[config.mk]
export PLATFORM = sky130hd
export DESIGN_NAME = gppt_dist
export DESIGN_NICKNAME = d
export VERILOG_FILES = /design/src/hdl/gppt_pkg.sv /design/src/hdl/gppt_dist.sv
export SDC_FILE = /design/constraint.sdc
export NUM_CORES = 2
export LEC_CHECK = 0
export BUFFER_PORTS_ARGS = -buffer_cell sky130_fd_sc_hd__buf_4
export CELL_PAD_IN_SITES_DETAIL_PLACEMENT = 0
export CELL_PAD_IN_SITES_GLOBAL_PLACEMENT = 1
export CORE_MARGIN = 2
export CORE_UTILIZATION = 46
export DETAILED_ROUTE_END_ITERATION = 8
export PLACE_DENSITY_LB_ADDON = 0.1
export SLEW_MARGIN = 20
export SYNTH_ARGS = -nofsm -noshare
export SYNTH_HDL_FRONTEND = slang
export SYNTH_SLANG_ARGS = --single-unit
export TNS_END_PERCENT = 30
[constraint.sdc]
create_clock -name i_clk -period 7 [get_ports i_clk]
set_input_delay 0.7 -clock i_clk [delete_from_list [all_inputs] [get_ports i_clk]]
set_output_delay 0.7 -clock i_clk [all_outputs]
set_load 0.02 [all_outputs]
[src/hdl/gppt_pkg.sv]
// ---------------------------------------------------------------------------
// gppt_pkg
// Shared types and constants for the greedy proximity point thinning unit.
// ---------------------------------------------------------------------------
package gppt_pkg;

    // field widths fixed by the register map and the result word
    localparam int THRESH_W     = 20;
    localparam int LIMIT_W      = 7;
    localparam int THR_SQ_W     = 2 * THRESH_W;
    localparam int CFG_IDX_W    = 2;

    // parameter defaults
    localparam int MAX_KEPT_DEF   = 64;
    localparam int COORD_BITS_DEF = 20;

    // register reset values
    localparam logic [THRESH_W-1:0] THRESH_RST = '0;
    localparam logic [LIMIT_W-1:0]  LIMIT_RST  = LIMIT_W'(1);

    // configuration register indexes
    typedef enum logic [CFG_IDX_W-1:0] {
        CFG_THRESH = 2'd0,
        CFG_LIMIT  = 2'd1
    } t_cfg_idx;

    // sequencer states
    typedef enum logic [1:0] {
        ST_IDLE,
        ST_SCAN,
        ST_DRAIN,
        ST_FINISH
    } t_state;

    // distance unit status toward the sequencer
    typedef struct packed {
        logic busy;
        logic hit_valid;
        logic hit;
    } t_dist_status;

endpackage

[src/hdl/gppt_dist.sv]
// ---------------------------------------------------------------------------
// gppt_dist
// Three stage squared distance check of the current point against one
// stored point per cycle: abs difference, square, sum and compare.
// ---------------------------------------------------------------------------
module gppt_dist
    import gppt_pkg::*;
#(
    parameter int COORD_BITS = COORD_BITS_DEF
) (
    input  logic                    i_clk,
    input  logic                    i_rst_n,
    input  logic                    i_valid,
    input  logic [3*COORD_BITS-1:0] i_point,
    input  logic [3*COORD_BITS-1:0] i_entry,
    input  logic [THR_SQ_W-1:0]     i_thr_sq,
    output t_dist_status            o_status
);

    localparam int D_W   = COORD_BITS + 1;
    localparam int SQ_W  = 2 * D_W;
    localparam int SUM_W = SQ_W + 2;
    localparam int CMP_W = (SUM_W > THR_SQ_W) ? SUM_W : THR_SQ_W;

    logic [D_W-1:0]   n_abs [3];
    logic [D_W-1:0]   r_abs [3];
    logic [SQ_W-1:0]  r_sq  [3];
    logic [SUM_W-1:0] sum;
    logic             r_v1;
    logic             r_v2;
    logic             r_v3;
    logic             r_hit;

    // per axis signed difference and magnitude
    always_comb begin
        logic signed [D_W-1:0] d;
        for (int a = 0; a < 3; a++) begin
            d = $signed({i_point[a*COORD_BITS+COORD_BITS-1],
                         i_point[a*COORD_BITS +: COORD_BITS]})
              - $signed({i_entry[a*COORD_BITS+COORD_BITS-1],
                         i_entry[a*COORD_BITS +: COORD_BITS]});
            n_abs[a] = d[D_W-1] ? D_W'(-d) : D_W'(d);
        end
    end

    assign sum = SUM_W'(r_sq[0]) + SUM_W'(r_sq[1]) + SUM_W'(r_sq[2]);

    // stage valids
    always_ff @(posedge i_clk) begin
        if (!i_rst_n) begin
            r_v1 <= 1'b0;
            r_v2 <= 1'b0;
            r_v3 <= 1'b0;
        end else begin
            r_v1 <= i_valid;
            r_v2 <= r_v1;
            r_v3 <= r_v2;
        end
    end

    // datapath stages
    always_ff @(posedge i_clk) begin
        for (int a = 0; a < 3; a++) begin
            r_abs[a] <= n_abs[a];
            r_sq[a]  <= r_abs[a] * r_abs[a];
        end
        r_hit <= CMP_W'(sum) < CMP_W'(i_thr_sq);
    end

    assign o_status.busy      = r_v1 | r_v2 | r_v3;
    assign o_status.hit_valid = r_v3;
    assign o_status.hit       = r_hit;

endmodule

==> flow_summary.yaml <==
die:
  fp.dieW_um: 330.1
  die-area_mm2: 0.1090
  dieHeight_um: 330.1
  core-area_mm2: 0.1054
  initial_core_util: 0.4641
  row_count: 119
  io_pins: 166
logic_synthesis:
  synthArstFlopShare: 0
  synthCells: 5399
  yosysTopAreaCell: "fa_1"
  synth.most_common_cell: "inv_1"
  ys_seq_elements: 190
  ys_top_cells_by_area: "fa_1 (40%), ha_1 (15%), inv_1 (11%)"
  yosys.area.top_type_share: 0.3985
  ys_warn_count: 0
  synth.top_cells.by_count: "inv_1 (1402), fa_1 (974), ha_1 (604)"
  synth_area_mm2: 0.04893
  synth_flop_cell: "dfxtp_1"
  ys_seq_area_frac: 0.07774
  ys_types: 81
  synth_edf_count: 0
  avgSynthCellArea_um2: 9.062
route:
  drt_iter0_markers: 1449
  drtPass1Iterations: 9
  vias_per_cell: 4.974
  drc_errors: 16
  dr_total_vias: 35460
  wl_per_cell_um: 16.53
  finalWirelength_mm: 117.8
  ant_nets: 0
placed_design:
  port_buffers: 165
  place_hpwl_mm: 104.9
  placed_area_mm2: 0.05355
  place.gp.congestion: 0.8821
critical_path:
  path_max_fanout: 3
  r2r_setup_slack_ns: 0.15
  timing.rr.end: "r_sq[0][83]"
  required_ns: 7.40
  crit_arrival_ns: 7.25
  r2r_start: "r_abs[0][30]"
  setup.worst_path.class: "flip-flop to flip-flop"
  r2r_cells: 24
  crit_path_end_kind: "flip-flop"
  startpoint_type: "flip-flop"
final_layout:
  seq_area_mm2: 0.003879
  fin_area_mm2: 0.05481
  layout.nets: 7461
  area_growth_pct: 12.03
  fillers: 10100
  layout-drive-gt1-share: 0.1094
  multi_input_area_mm2: 0.03965
timing:
  finalSetupViolCount: 0
  slew_headroom: 0.3010
  slew_violations: 0
  hold_viol: 0
  min_period_ns: 6.850
  fmax_ghz: 0.1460
  clock_skew_ns: 0.02362
  rsz0062_at_grt: "yes"
  tightest_slew_ns: 1.044
  finalCritPeriodShare: 0.9786
global_route:
  grt_pass1_wl_mm: 194.9
  grt_usage: 0.2273
  antenna_found_initial: 2
  grt-ovfl-total: 0
  grt_max_degree: 24
  grt_pass1_vias: 37950
clock_tree:
  clock_sinks: 190
  path_clk_slew_ns: 0.08
  clk_latency_ns: 0.53
  clock-root-buffer: "clkbuf_16"
  postCtsHoldBufs: 0
  cts_max_level: 4
  cts_buffers: 17
  clk_path_buf_depth: 2
  cts_tree: "built"
min_path:
  holdPathEnd: "r_v1"
  timing.hold.worst_path_depth: 2
  hp-start: "i_valid"
  hp-class: "primary input to flip-flop"
run_status:
  violations: "DRC"
  status: "complete, but fails checks"
flow_run:
  maxCapViolations: 0
[layout by cell type (no fill, tap or decap), drive strengths merged, types with 183 or more instances in the layout]
cell type and count:
xnor2 189, buf 443, and2 243, a21oi 204
fa 974, dfxtp 190, inv 1410, nand2 459
nor2 183, ha 604
[cell families after synthesis]
family                     Yosys count  synth area share
and+or+nand+nor                   1125            0.1103
AOI/OAI and AO/OA                  681           0.09004
xor gates and xnor gates           270           0.04833
DFF                                190           0.07774
other                                2         0.0001535
muxes                                8          0.001765
adders and majority gates         1578            0.5530
buffers and inverters             1545            0.1187
[area by class of cell]
| cell class | count | area share |
|---|---|---|
| Timing Repair Buffer | 444 | 0.06606 |
| Clock inverter | 15 | 0.003949 |
| Inverter | 1402 | 0.09608 |
| Sequential cell | 190 | 0.07077 |
| Clock buffer | 17 | 0.007761 |
| Antenna cell | 4 | 0.0001826 |
| Multi-Input combinational cell | 3665 | 0.7234 |
| Tap cell | 1391 | 0.03175 |
[state kept, by name, indices dropped and copies added, names as in the netlist]
| signal | flops |
|---|---|
| r_v1 | 1 |
| r_abs | 63 |
| r_hit | 1 |
| r_v2 | 1 |
| r_v3 | 1 |
| r_sq | 123 |
[how the worst max path moves through the flow]
stage                              to  slack, ns  cells past startpoint         start
final                     r_sq[0][83]       0.15                     24  r_abs[0][30]
after global routing      r_sq[0][41]      -0.05                     25   r_abs[0][5]
after CTS                 r_sq[0][83]      -0.01                     25  r_abs[0][26]
after detailed placement  r_sq[0][41]      -0.24                     25   r_abs[0][7]
after global placement    r_sq[0][41]      -0.14                     25   r_abs[0][7]
after floorplan           r_sq[0][83]     -0.007                     26  r_abs[0][24]
[per-layer routing]
metal / vias to the layer above / GRT usage / part of all wire
met5: - / 0 / 0
met4: 0 / 0.04840 / 0.016
met3: 87 / 0.02108 / 0.032
met2: 496 / 0.3923 / 0.50
met1: 17740 / 0.3110 / 0.46
li1: 17140 / - / -
[critical path, cell delays in order (launching register included)]
cell and delay [ns]:
dfxtp_4 0.38, buf_6 0.13, buf_4 0.13, fa_1 0.53, inv_1 0.05, fa_1 0.46, fa_1 0.55, inv_1 0.07
fa_1 0.46, fa_1 0.50, fa_1 0.49, inv_1 0.04, fa_1 0.48, inv_1 0.04, ha_1 0.28, a21o_1 0.16
a21o_1 0.17, a21o_1 0.18, a221o_1 0.35, a22o_1 0.24, o21ba_2 0.21, or3_4 0.39, a31o_2 0.24, a21oi_2 0.13
xnor2_1 0.08
[through the flow]
step           setup slack, ns    util  setup TNS, ns  hold slack, ns  std cells
2_1_floorplan        -0.007458       -      -0.007458          0.3569       5400
3_3_place_gp           -0.1425  0.5080        -0.2701          0.4439       7075
3_5_place_dp           -0.2405  0.5080        -0.5572          0.4392       7075
4_1_cts               -0.01332  0.5143       -0.01332          0.3488       7107
5_1_grt               -0.04717  0.5198        -0.2337          0.3728       7124
6_report                0.1501  0.5199              0          0.3888       7128
[repair_timing]
item / CTS / global route
cloned: 0 / 1
pin swaps: 0 / 52
buffers inserted: 0 / 16
setup endpoints to repair: 7 / 39
resized for setup: 15 / 134
Power is left out: the tool's default activity adds up to more than one toggle a clock period on the data nets, which glitch-free logic cannot reach.
